`config.mk`:
```
export PLATFORM = sky130hd
export DESIGN_NAME = soft_timer_bank
export DESIGN_NICKNAME = d
export VERILOG_FILES = /design/src/rtl/stb_pkg.sv /design/src/rtl/stb_ram.sv /design/src/rtl/stb_alu.sv /design/src/rtl/soft_timer_bank.sv
export VERILOG_INCLUDE_DIRS = /design/src /design/src/rtl
export SDC_FILE = /design/constraint.sdc
export NUM_CORES = 1
export LEC_CHECK = 0
export BUFFER_PORTS_ARGS = -buffer_cell sky130_fd_sc_hd__buf_2
export CORE_MARGIN = 4
export CORE_UTILIZATION = 49
export CTS_CLUSTER_SIZE = 14
export DETAILED_ROUTE_END_ITERATION = 7
export PLACE_DENSITY = 0.67
export SETUP_SLACK_MARGIN = 0.3
export SYNTH_ARGS = -nofsm -noshare
export SYNTH_HDL_FRONTEND = slang
export SYNTH_SLANG_ARGS = --single-unit
```
`constraint.sdc`:
```
create_clock -name clk -period 5.25 [get_ports clk]
set_input_delay 0.2625 -clock clk [delete_from_list [all_inputs] [get_ports clk]]
set_output_delay 0.2625 -clock clk [all_outputs]
set_load 0.01 [all_outputs]
```
`src/rtl/soft_timer_bank_macros.svh`:
```
// ---------------------------------------------------------------------------
// soft_timer_bank assertion macros
// Concurrent check helpers clocked on clk with async reset rst_n.
// ---------------------------------------------------------------------------
`ifndef SOFT_TIMER_BANK_MACROS_SVH
`define SOFT_TIMER_BANK_MACROS_SVH

`ifndef SYNTH

// same-cycle implication
`define STB_ASSERT_IMP(name, ante, cons, msg) \
    name: assert property (@(posedge clk) disable iff (!rst_n) (ante) |-> (cons)) \
        else $error(msg);

// next-cycle implication
`define STB_ASSERT_NXT(name, ante, cons, msg) \
    name: assert property (@(posedge clk) disable iff (!rst_n) (ante) |=> (cons)) \
        else $error(msg);

`else

`define STB_ASSERT_IMP(name, ante, cons, msg)
`define STB_ASSERT_NXT(name, ante, cons, msg)

`endif

`endif

```
`src/rtl/stb_pkg.sv`:
```
// ---------------------------------------------------------------------------
// stb_pkg
// Shared types and constants for the soft timer bank.
// ---------------------------------------------------------------------------
`default_nettype none

package stb_pkg;

    // default geometry
    localparam int NUM_TIMERS_DEF  = 16;
    localparam int COUNT_WIDTH_DEF = 32;

    // command codes on the mode port
    localparam logic [2:0] CMD_TICK       = 3'd0;
    localparam logic [2:0] CMD_START_ONCE = 3'd1;
    localparam logic [2:0] CMD_START_AUTO = 3'd2;
    localparam logic [2:0] CMD_STOP       = 3'd3;
    localparam logic [2:0] CMD_CHECK      = 3'd4;

    // operations of the shared count unit
    typedef enum logic [1:0] {
        OP_DEC,
        OP_LOAD,
        OP_CLEAR
    } alu_op_t;

    // sequencer states
    typedef enum logic [2:0] {
        S_IDLE,
        S_TICK,
        S_TICK_END,
        S_CMD_RD,
        S_CMD_WR,
        S_RESP
    } state_t;

endpackage

`default_nettype wire

```
`src/rtl/stb_ram.sv`:
```
// ---------------------------------------------------------------------------
// stb_ram
// Generic single-write, single-read RAM with registered read data.
// ---------------------------------------------------------------------------
`default_nettype none

module stb_ram #(
    parameter int WIDTH = 64,
    parameter int DEPTH = 16,
    localparam int AW   = (DEPTH > 1) ? $clog2(DEPTH) : 1
) (
    input  wire logic             clk,
    input  wire logic             we,
    input  wire logic [AW-1:0]    waddr,
    input  wire logic [WIDTH-1:0] wdata,
    input  wire logic [AW-1:0]    raddr,
    output logic      [WIDTH-1:0] rdata
);

    logic [WIDTH-1:0] mem [DEPTH];

    // write port
    always_ff @(posedge clk)
    begin
        if (we)
        begin
            mem[waddr] <= wdata;
        end
    end

    // registered read port
    always_ff @(posedge clk)
    begin
        rdata <= mem[raddr];
    end

endmodule

`default_nettype wire

```
`src/rtl/stb_alu.sv`:
```
// ---------------------------------------------------------------------------
// stb_alu
// Shared count unit: decrement with expiry detect and reload, load, clear.
// ---------------------------------------------------------------------------
`default_nettype none

module stb_alu #(
    parameter int COUNT_WIDTH = stb_pkg::COUNT_WIDTH_DEF
) (
    input  wire stb_pkg::alu_op_t       op,
    input  wire logic [COUNT_WIDTH-1:0] count_in,
    input  wire logic [COUNT_WIDTH-1:0] reload_in,
    input  wire logic                   auto_en,
    input  wire logic [COUNT_WIDTH-1:0] load_val,
    output logic      [COUNT_WIDTH-1:0] count_out,
    output logic      [COUNT_WIDTH-1:0] reload_out,
    output logic                        expire
);

    logic [COUNT_WIDTH-1:0] dec;

    assign dec = count_in - COUNT_WIDTH'(1);

    always_comb
    begin
        count_out  = count_in;
        reload_out = reload_in;
        expire     = 1'b0;
        case (op)
            stb_pkg::OP_DEC:
            begin
                // stopped timers hold at zero
                if (count_in != '0)
                begin
                    if (dec == '0)
                    begin
                        expire    = 1'b1;
                        count_out = auto_en ? reload_in : '0;
                    end
                    else
                    begin
                        count_out = dec;
                    end
                end
            end
            stb_pkg::OP_LOAD:
            begin
                count_out  = load_val;
                reload_out = load_val;
            end
            stb_pkg::OP_CLEAR:
            begin
                count_out = '0;
            end
            default:
            begin
                count_out = count_in;
            end
        endcase
    end

endmodule

`default_nettype wire

```
`src/rtl/soft_timer_bank.sv`:
```
// A tick runs S_TICK per timer, then S_TICK_END; a bad id or unused code runs S_RESP;
// others run S_CMD_RD, S_CMD_WR. A new command is taken in the cycle done is high.
// The tick walks every timer through the one RAM port and the shared count unit.
// Results cannot be stalled by the receiver; each shows on done for one cycle.
// Reset (rst_n, async low) clears all timers through per-entry valid bits: no sweep.
// ---------------------------------------------------------------------------
// soft_timer_bank
// Bank of countdown timers with auto-reload, served by a small sequencer.
// ---------------------------------------------------------------------------
`default_nettype none

`include "soft_timer_bank_macros.svh"

module soft_timer_bank #(
    parameter int NUM_TIMERS  = stb_pkg::NUM_TIMERS_DEF,
    parameter int COUNT_WIDTH = stb_pkg::COUNT_WIDTH_DEF
) (
    input  wire logic        clk,
    input  wire logic        rst_n,
    input  wire logic        start,
    output logic             busy,
    input  wire logic [2:0]  mode,
    input  wire logic [7:0]  timer_id,
    input  wire logic [31:0] period,
    output logic             done,
    output logic             expired,
    output logic             bad_id
);

    localparam int IDX_W = (NUM_TIMERS > 1) ? $clog2(NUM_TIMERS) : 1;
    localparam int W     = COUNT_WIDTH;
    localparam logic [IDX_W-1:0] LAST_IDX = IDX_W'(NUM_TIMERS - 1);
    localparam logic [8:0]       NUM_T9   = 9'(NUM_TIMERS);

    stb_pkg::state_t state_reg, state_next;

    logic [2:0]            cmd_reg,    cmd_next;
    logic [IDX_W-1:0]      id_reg,     id_next;
    logic [W-1:0]          per_reg,    per_next;
    logic                  bad_reg,    bad_next;
    logic [IDX_W-1:0]      rd_idx_reg, rd_idx_next;
    logic                  wr_vld_reg, wr_vld_next;
    logic [IDX_W-1:0]      wr_idx_reg, wr_idx_next;
    logic [NUM_TIMERS-1:0] flag_reg,   flag_next;
    logic [NUM_TIMERS-1:0] auto_reg,   auto_next;
    logic [NUM_TIMERS-1:0] vld_reg,    vld_next;
    logic                  rd_vld_reg;
    logic                  done_reg,   done_next;
    logic                  exp_reg,    exp_next;

    logic                  accept;
    logic                  id_bad;
    logic                  cmd_known;

    // RAM and count unit hookup
    logic                  ram_we;
    logic [IDX_W-1:0]      ram_waddr;
    logic [IDX_W-1:0]      ram_raddr;
    logic [2*W-1:0]        ram_wdata;
    logic [2*W-1:0]        ram_rdata;
    logic [W-1:0]          cur_count;
    logic [W-1:0]          cur_reload;
    stb_pkg::alu_op_t      alu_op;
    logic                  alu_auto;
    logic [W-1:0]          alu_count;
    logic [W-1:0]          alu_reload;
    logic                  alu_expire;

    assign busy    = (state_reg != stb_pkg::S_IDLE);
    assign accept  = start && !busy;
    assign done    = done_reg;
    assign expired = exp_reg;
    assign bad_id  = bad_reg;

    // command decode at the input
    assign cmd_known = mode inside {stb_pkg::CMD_START_ONCE, stb_pkg::CMD_START_AUTO,
                                    stb_pkg::CMD_STOP, stb_pkg::CMD_CHECK};
    assign id_bad    = cmd_known && ({1'b0, timer_id} >= NUM_T9);

    // entries never written read as zero
    assign cur_count  = rd_vld_reg ? ram_rdata[W-1:0]   : '0;
    assign cur_reload = rd_vld_reg ? ram_rdata[2*W-1:W] : '0;
    assign ram_wdata  = {alu_reload, alu_count};

    stb_ram #(
        .WIDTH (2 * W),
        .DEPTH (NUM_TIMERS)
    ) u_ram (
        .clk   (clk),
        .we    (ram_we),
        .waddr (ram_waddr),
        .wdata (ram_wdata),
        .raddr (ram_raddr),
        .rdata (ram_rdata)
    );

    stb_alu #(
        .COUNT_WIDTH (W)
    ) u_alu (
        .op         (alu_op),
        .count_in   (cur_count),
        .reload_in  (cur_reload),
        .auto_en    (alu_auto),
        .load_val   (per_reg),
        .count_out  (alu_count),
        .reload_out (alu_reload),
        .expire     (alu_expire)
    );

    // next state
    always_comb
    begin
        state_next = state_reg;
        case (state_reg)
            stb_pkg::S_IDLE:
            begin
                if (accept)
                begin
                    if (mode == stb_pkg::CMD_TICK)
                    begin
                        state_next = stb_pkg::S_TICK;
                    end
                    else if (id_bad || !cmd_known)
                    begin
                        state_next = stb_pkg::S_RESP;
                    end
                    else
                    begin
                        state_next = stb_pkg::S_CMD_RD;
                    end
                end
            end
            stb_pkg::S_TICK:
            begin
                if (rd_idx_reg == LAST_IDX)
                begin
                    state_next = stb_pkg::S_TICK_END;
                end
            end
            stb_pkg::S_TICK_END: state_next = stb_pkg::S_IDLE;
            stb_pkg::S_CMD_RD:   state_next = stb_pkg::S_CMD_WR;
            stb_pkg::S_CMD_WR:   state_next = stb_pkg::S_IDLE;
            stb_pkg::S_RESP:     state_next = stb_pkg::S_IDLE;
            default:             state_next = stb_pkg::S_IDLE;
        endcase
    end

    // datapath controls
    always_comb
    begin
        ram_raddr = (state_reg == stb_pkg::S_TICK) ? rd_idx_reg : id_reg;
        ram_we    = 1'b0;
        ram_waddr = id_reg;
        alu_op    = stb_pkg::OP_DEC;
        alu_auto  = auto_reg[wr_idx_reg];
        case (state_reg)
            stb_pkg::S_TICK, stb_pkg::S_TICK_END:
            begin
                // write back the timer read in the cycle before
                ram_we    = wr_vld_reg;
                ram_waddr = wr_idx_reg;
            end
            stb_pkg::S_CMD_WR:
            begin
                if (cmd_reg inside {stb_pkg::CMD_START_ONCE, stb_pkg::CMD_START_AUTO})
                begin
                    ram_we = 1'b1;
                    alu_op = stb_pkg::OP_LOAD;
                end
                else if (cmd_reg == stb_pkg::CMD_STOP)
                begin
                    ram_we = 1'b1;
                    alu_op = stb_pkg::OP_CLEAR;
                end
            end
            default:
            begin
                ram_we = 1'b0;
            end
        endcase
    end

    // register next values
    always_comb
    begin
        cmd_next    = cmd_reg;
        id_next     = id_reg;
        per_next    = per_reg;
        bad_next    = bad_reg;
        rd_idx_next = rd_idx_reg;
        wr_vld_next = wr_vld_reg;
        wr_idx_next = wr_idx_reg;
        flag_next   = flag_reg;
        auto_next   = auto_reg;
        vld_next    = vld_reg;
        exp_next    = exp_reg;
        done_next   = 1'b0;

        if (ram_we)
        begin
            vld_next[ram_waddr] = 1'b1;
        end

        case (state_reg)
            stb_pkg::S_IDLE:
            begin
                if (accept)
                begin
                    cmd_next    = mode;
                    id_next     = timer_id[IDX_W-1:0];
                    per_next    = period[W-1:0];
                    bad_next    = id_bad;
                    exp_next    = 1'b0;
                    rd_idx_next = '0;
                    wr_vld_next = 1'b0;
                end
            end
            stb_pkg::S_TICK:
            begin
                if (wr_vld_reg && alu_expire)
                begin
                    flag_next[wr_idx_reg] = 1'b1;
                end
                wr_vld_next = 1'b1;
                wr_idx_next = rd_idx_reg;
                if (rd_idx_reg != LAST_IDX)
                begin
                    rd_idx_next = rd_idx_reg + IDX_W'(1);
                end
            end
            stb_pkg::S_TICK_END:
            begin
                if (wr_vld_reg && alu_expire)
                begin
                    flag_next[wr_idx_reg] = 1'b1;
                end
                wr_vld_next = 1'b0;
                done_next   = 1'b1;
            end
            stb_pkg::S_CMD_WR:
            begin
                if (cmd_reg inside {stb_pkg::CMD_START_ONCE, stb_pkg::CMD_START_AUTO})
                begin
                    auto_next[id_reg] = (cmd_reg == stb_pkg::CMD_START_AUTO);
                end
                else if (cmd_reg == stb_pkg::CMD_STOP)
                begin
                    auto_next[id_reg] = 1'b0;
                end
                else
                begin
                    exp_next = flag_reg[id_reg];
                end
                flag_next[id_reg] = 1'b0;
                done_next         = 1'b1;
            end
            stb_pkg::S_RESP:
            begin
                done_next = 1'b1;
            end
            default:
            begin
                done_next = 1'b0;
            end
        endcase
    end

    // control registers
    always_ff @(posedge clk or negedge rst_n)
    begin
        if (!rst_n)
        begin
            state_reg  <= stb_pkg::S_IDLE;
            wr_vld_reg <= 1'b0;
            flag_reg   <= '0;
            auto_reg   <= '0;
            vld_reg    <= '0;
            rd_vld_reg <= 1'b0;
            done_reg   <= 1'b0;
            exp_reg    <= 1'b0;
            bad_reg    <= 1'b0;
        end
        else
        begin
            state_reg  <= state_next;
            wr_vld_reg <= wr_vld_next;
            flag_reg   <= flag_next;
            auto_reg   <= auto_next;
            vld_reg    <= vld_next;
            rd_vld_reg <= vld_reg[ram_raddr];
            done_reg   <= done_next;
            exp_reg    <= exp_next;
            bad_reg    <= bad_next;
        end
    end

    // payload registers
    always_ff @(posedge clk)
    begin
        cmd_reg    <= cmd_next;
        id_reg     <= id_next;
        per_reg    <= per_next;
        rd_idx_reg <= rd_idx_next;
        wr_idx_reg <= wr_idx_next;
    end

    // checks
    `STB_ASSERT_IMP(a_done_idle, done_reg, !busy, "done strobe while busy")
    `STB_ASSERT_IMP(a_done_after_busy, done_reg, $past(busy), "done without a transaction")
    `STB_ASSERT_NXT(a_accept_busy, accept, busy, "accepted transaction did not raise busy")
    `STB_ASSERT_IMP(a_done_excl, done_reg, !(exp_reg && bad_reg), "expired and bad_id together")
    `STB_ASSERT_IMP(a_wb_in_tick, wr_vld_reg,
        (state_reg == stb_pkg::S_TICK) || (state_reg == stb_pkg::S_TICK_END),
        "tick write-back outside tick walk")

endmodule

`default_nettype wire

```
# Word level (Yosys, flattened, before mapping)
# Memories as Yosys holds them, arrays and structs flattened. A register that Yosys moved wholly into a read port is not among the register bits.
# Index checks and enable logic that the tools add are counted.
# totals
memories	1
reg_bits	103
inputBits	46
output_inout_bits	4
ramBits	1024
word_cells	134
# classes
n_lt_le_gt_ge	8
n_reduce_logical	31
mux	51
n_bitwise	5
eq_ne	22
add_sub_neg	2
# memory_table
memory	words	word_bits	rd	rd_clocked_by_memory_dff	wr	line	rtl
u_ram.mem	16	64	1	1	1	stb_ram.sv:20	logic [WIDTH-1:0] mem [DEPTH];
# ops
cell	count
32-bit 2-to-1 mux	6
32-bit one-hot mux with 3 select lines	1
16-bit 2-to-1 mux	3
16-bit bitwise AND	2
32-bit logical NOT	1
16-bit bitwise OR	2
16-bit one-hot mux with 2 select lines	1
32-bit nonzero test	1
32-bit by 1-bit subtractor with 32-bit output, second input constant	1
4-bit by 5-bit < comparator with 1-bit output, second input constant	4
3-bit by 2-bit equality test with 1-bit output, second input constant	6
1-bit 2-to-1 mux	17
16-bit bitwise mux	1
4-bit 2-to-1 mux	4
16-bit inverter	1
1-bit binary-select mux with 4-bit select	3
1-bit demux with 4-bit select	3
4-bit by 1-bit >= comparator with 1-bit output, second input constant	3
3-bit 2-to-1 mux	4
2-bit AND reduction	5
2-bit nonzero test	5
3-bit by 1-bit equality test with 1-bit output, second input constant	3
3-bit equality test, second input constant	3
3-bit one-hot mux with 3 select lines	1
other kinds (23)	38

# Longest topological paths before layout
# depth
depth_word	9
mapped_depth	17
mapped_depth_nobuf	11

# Cells and area by module
# From an unflattened synthesis, not the netlist that was laid out.
# unflattened
hier_cells	2473
hier_area_um2	47345.4
# modules_own_cells
mod	cells_each	area_each_um2	seq_area_each_um2	n_inst
stb_ram	1647	39581.7	32030.7	1
soft_timer_bank	426	5058.6	2812.7	1
stb_alu	400	2705.1	0.0	1

# Worst setup path after synthesis
# Ideal clock, no wire load.
# synth_timing
kind	flip-flop to flip-flop
start	register state_reg[1]
end	memory u_ram.mem[12][0] (enable)
arrival_ns	4.778
setup_slack_ns	-0.022
path_stages_with_launch	9
period_less_slack_ns	5.272
setup_ns	0.494
path_cell_list	dfrtp_1 -> clkbuf_1 -> nor2_1 -> nand2_1 -> nor3_1 -> o21ai_0 -> o21ai_0 -> nor2b_1 -> nor2b_1
# synth_between
elab_chain_len	5
elab_cells_between_ends	8
classes_between	3 x eq/ne; 4 x mux; 1 x reduce/logical
# synth_lines
item	line	rtl
from (decl)	soft_timer_bank.sv:35	stb_pkg::state_t state_reg, state_next;
from (signal assigned)	soft_timer_bank.sv:273	state_reg <= stb_pkg::S_IDLE;
from (signal assigned)	soft_timer_bank.sv:285	state_reg <= state_next;
3-bit by 1-bit equality test with 1-bit output or 3-bit by 2-bit equality test with 1-bit output (tied branches)	soft_timer_bank.sv:156	case (state_reg)
2-bit OR reduction (no source line)	n/a	
1-bit one-hot mux with 2 select lines	soft_timer_bank.sv:156	
1-bit 2-to-1 mux	stb_ram.sv:25	if (we)
1-bit 2-to-1 mux (implied by the code)	stb_ram.sv:27	mem[waddr] <= wdata;
to (decl)	stb_ram.sv:20	
# Parallel ways exist; a longest one is shown, timed or not.

# Worst setup path in the final report
# layout_timing
start	register u_ram.rdata[4] (read register of u_ram.mem)
end	memory u_ram.mem[1][25], data pin
# layout_between
elab_chain_len	6
elab_cells_between_ends	7
classes_between	1 x add/sub; 4 x mux; 2 x reduce/logical
# layout_lines
item	line	rtl
from (decl)	stb_ram.sv:17	output logic [WIDTH-1:0] rdata
32-bit 2-to-1 mux *	soft_timer_bank.sv:81	assign cur_count = rd_vld_reg ? ram_rdata[W-1:0] : '0;
32-bit by 1-bit subtractor with 32-bit output	stb_alu.sv:22	assign dec = count_in - COUNT_WIDTH'(1);
32-bit logical NOT	stb_alu.sv:35	if (dec == '0)
32-bit 2-to-1 mux	stb_alu.sv:35	
32-bit 2-to-1 mux *	stb_alu.sv:33	if (count_in != '0)
32-bit one-hot mux with 3 select lines *	stb_alu.sv:29	case (op)
named net alu_count[25]	soft_timer_bank.sv:65	logic [W-1:0] alu_count;
# Mark *: on every way through the listed nets, which the timed path passes. The rest lies on a longest branch.

==> summary.txt <==
status = completed
CP dominant cell by count = a21oi_1
final wirelength = 112.4 mm
Via Count = 24808
top cell family by delay on the critical path = simple AND/OR/NAND/NOR gates
most instantiated cells after synthesis = edfxtp_1, mux4_2, nand2_1
fin worst setup slack = 0.8815 ns
Antenna Nets Post-Route = 0
setup bufs post-CTS = 0
CP cell instances = nor3_1 -> nand3_1 -> nor4_1 -> xnor2_1 -> and4_2 -> nand2_1 -> and4bb_2 -> a21oi_1 -> a21oi_1
DPL Wire Length = 61.67 mm
CTS root buf = clkbuf_16
clk buf depth = 3
min-delay src = timer_id[5]
area leader, netlist = edfxtp_1
Post-route DRC = 0
Top FF cell, synth = edfxtp_1
Sw Share = 0.3229
H-tree depth = 3
setup TNS = 0 ns
Routed met3 length = 9.137 mm
R2R Path Start = u_ram.rdata[4]$_DFF_P_
max reg flops = 1024
R2R cell count = 9
number of synthesized flops with an enable pin = 1071
synth unique cells = 65
simple-gate area share of the yosys netlist = 0.05326
met2 WL post-DR = 53.41 mm
critical path required time = 5.59 ns
WHS Path Cells = 4
clock power share = 0.255
Pre-Repair DR Iteration Count = 6
r2r endpoint = u_ram.mem[1][25]$_DFFE_PP_
final design utilization = 0.5737
initial antenna violation count = 3
CP endpoint kind = flip-flop
flop-to-flop setup slack = 0.88 ns
number of fill cells = 6978
Buf/Inv on CP = 0
Die Span Y = 316.3 um
Clock transition at path regs = 0.06 ns
pre-CTS WS = 0.9803 ns
WP data arrival = 4.71 ns
port bufs = 49
pwr/cell area = 631.2 nW/um^2
adder-cell area share of the yosys netlist = 0.001074
max-cap viol count = 0
DRT iter0 DRCs = 2905
top cells by area, synth = edfxtp_1, mux4_2, dfrtp_1
routability cong. = 0.8554
final period utilization = 0.8321
Syn. warnings = 0
multi-input logic area = 11310 um^2
worst hold-check slack = 0.06226 ns
Clock Sinks = 1191
Register Area = 34840 um^2
most common cell in the netlist = edfxtp_1
worst min-delay path class = input port to flip-flop
Lkg Pwr = 0.01767 uW
crit path launch type = flip-flop
share of the synthesized area in the top cell type = 0.6904
Seq pwr share = 0.421
final critical-path required period = 4.369 ns
first-pass GRT wire length = 167.4 mm
Crit Path Category = flip-flop to flip-flop
post-synthesis compound-gate area fraction = 0.04343
vias per inst = 6.170
Worst VDD drop = 0.5682 mV
Initial Utilization = 0.4962
slowest stage cell on the critical path = a21oi_1
Final setup viols = 0
highest routed layer = met4
Syn Area/Cell = 18.79 um^2
cells after synthesis = 2479
Synth Area in XOR/XNOR = 0.003572
fraction of layout cells with a size suffix above 1 = 0.2542
RSZ-0062 raised after global routing = false
# nets final = 2716
Internal Power = 23020 uW
multiplexer share of the synthesized area = 0.1375
Rows = 112
WL met1 = 47.47 mm
FF+latch count, synth = 1191
critical path fanouts, max = 16
Core Area = 93890 um^2
area delta synth->final = 15.63%
Die ar. = 100100 um^2
I/O pin cnt = 50
CTS tree = yes
synthesized area = 46590 um^2
Clock Latency Late Sink = 0.71 ns
normalized max-slew margin = 0.1643
post-DR wirelength/cell = 27.96 um
syn_nets = 2529
main combinational cell family by area after synthesis = multiplexers
largest net degree at the start of global routing = 131
total CTS buffers = 115
Slew @ Worst Pin = 1.227 ns
Tot GR Track Use = 0.2278
final number of max-transition violations = 0
GR Overflow Total = 0
Die W = 316.3 um
sw power = 10980 uW
register area share after synthesis = 0.7479
Final Hold Vio Count = 0
Logic pwr share = 0.324
number of global-route vias before repair = 25112
hold endpoint = state_reg[1]$_DFFE_PN0P_
f_max = 0.2289 GHz
Final Skew = 0.05518 ns
slowest stage delay, CP = 0.78 ns
post-synthesis async set-or-reset flop share = 0.04702
-- worst max-delay path by stage --
stage	start	to	slack (ns)	depth (start not counted)
2_1_floorplan	state_reg[1]$_DFFE_PN0P_	u_ram.mem[5][0]$_DFFE_PP_	0.05	8
3_3_place_gp	u_ram.rdata[8]$_DFF_P_	u_ram.mem[13][0]$_DFFE_PP_	1.10	9
3_5_place_dp	u_ram.rdata[8]$_DFF_P_	u_ram.mem[5][0]$_DFFE_PP_	0.98	9
4_1_cts	u_ram.rdata[8]$_DFF_P_	u_ram.mem[15][0]$_DFFE_PP_	0.97	9
5_1_grt	u_ram.rdata[3]$_DFF_P_	u_ram.mem[12][25]$_DFFE_PP_	0.58	9
6_report	u_ram.rdata[4]$_DFF_P_	u_ram.mem[1][25]$_DFFE_PP_	0.88	9
-- tightest hold or removal path, delay by kind of cell --
| kind | cells | cell delay (ns) |
|---|---|---|
| buffers and inverters | 1 | 0.08 |
| AND/OR/NAND/NOR | 2 | 0.13 |
| AO/OA/AOI/OAI | 1 | 0.20 |
-- kinds of logic after synthesis --
kind of cell / after synthesis
buffers and inverters: 146
muxes: 300
and+or+nand+nor: 514
DFF: 1191
AOI/OAI and AO/OA: 305
adders and majority gates: 4
xor gates and xnor gates: 19
-- layout make-up --
| type | instances | area share |
|---|---|---|
| flip-flops and latches | 1191 | 0.6469 |
| multi-input cells | 1142 | 0.2100 |
| clock buffers | 155 | 0.06014 |
| repair buffers | 207 | 0.03786 |
| well taps | 1254 | 0.02913 |
| clock inverters | 62 | 0.01528 |
| inverters | 9 | 0.0006272 |
| diodes | 1 | 0.00004646 |
-- layer usage --
metal  vias to the layer above  GRT usage
met5                         -          0
met4                         0    0.05208
met3                       182    0.04117
met2                      1122     0.3607
met1                     13093     0.3363
li1                      10411          -
-- power groups by stage --
stage               clock network, uW  registers (uW)  logic [uW]
floorplan                           0           14100        7260
global placement                    0           14400       10800
detailed placement                  0           14500       11100
CTS                              8800           14300       11100
global route                     9220           14400       11900
finish                           8670           14300       11000
-- what timing repair did --
action / 4_1_cts / 5_1_grt
resized for setup: 0 / 0
endpoints found under the hold margin: 99 / 0
hold buffers: 43 / 0
-- placed cells by master, fill, tap and decap left out, types with 49 or more instances in the layout --
cell       instances
and2_1            68
a31oi_1           68
edfxtp_1        1071
dfxtp_1           64
buf_4             75
nand2_1          239
buf_2             49
dfrtp_1           55
o21ai_0           63
clkbuf_16        116
mux4_2           270
a211oi_1          69
nor2_1            51
-- through the flow --
stage / cells / instance area (um^2) / total power, uW
2_1_floorplan: 2479 / 46600 / 21370
3_3_place_gp: 3760 / 49370 / 25190
3_5_place_dp: 3760 / 49370 / 25520
4_1_cts: 4020 / 53860 / 34210
5_1_grt: 4020 / 53860 / 35530
6_report: 4021 / 53870 / 34000
(Power assumes the default switching activity.)
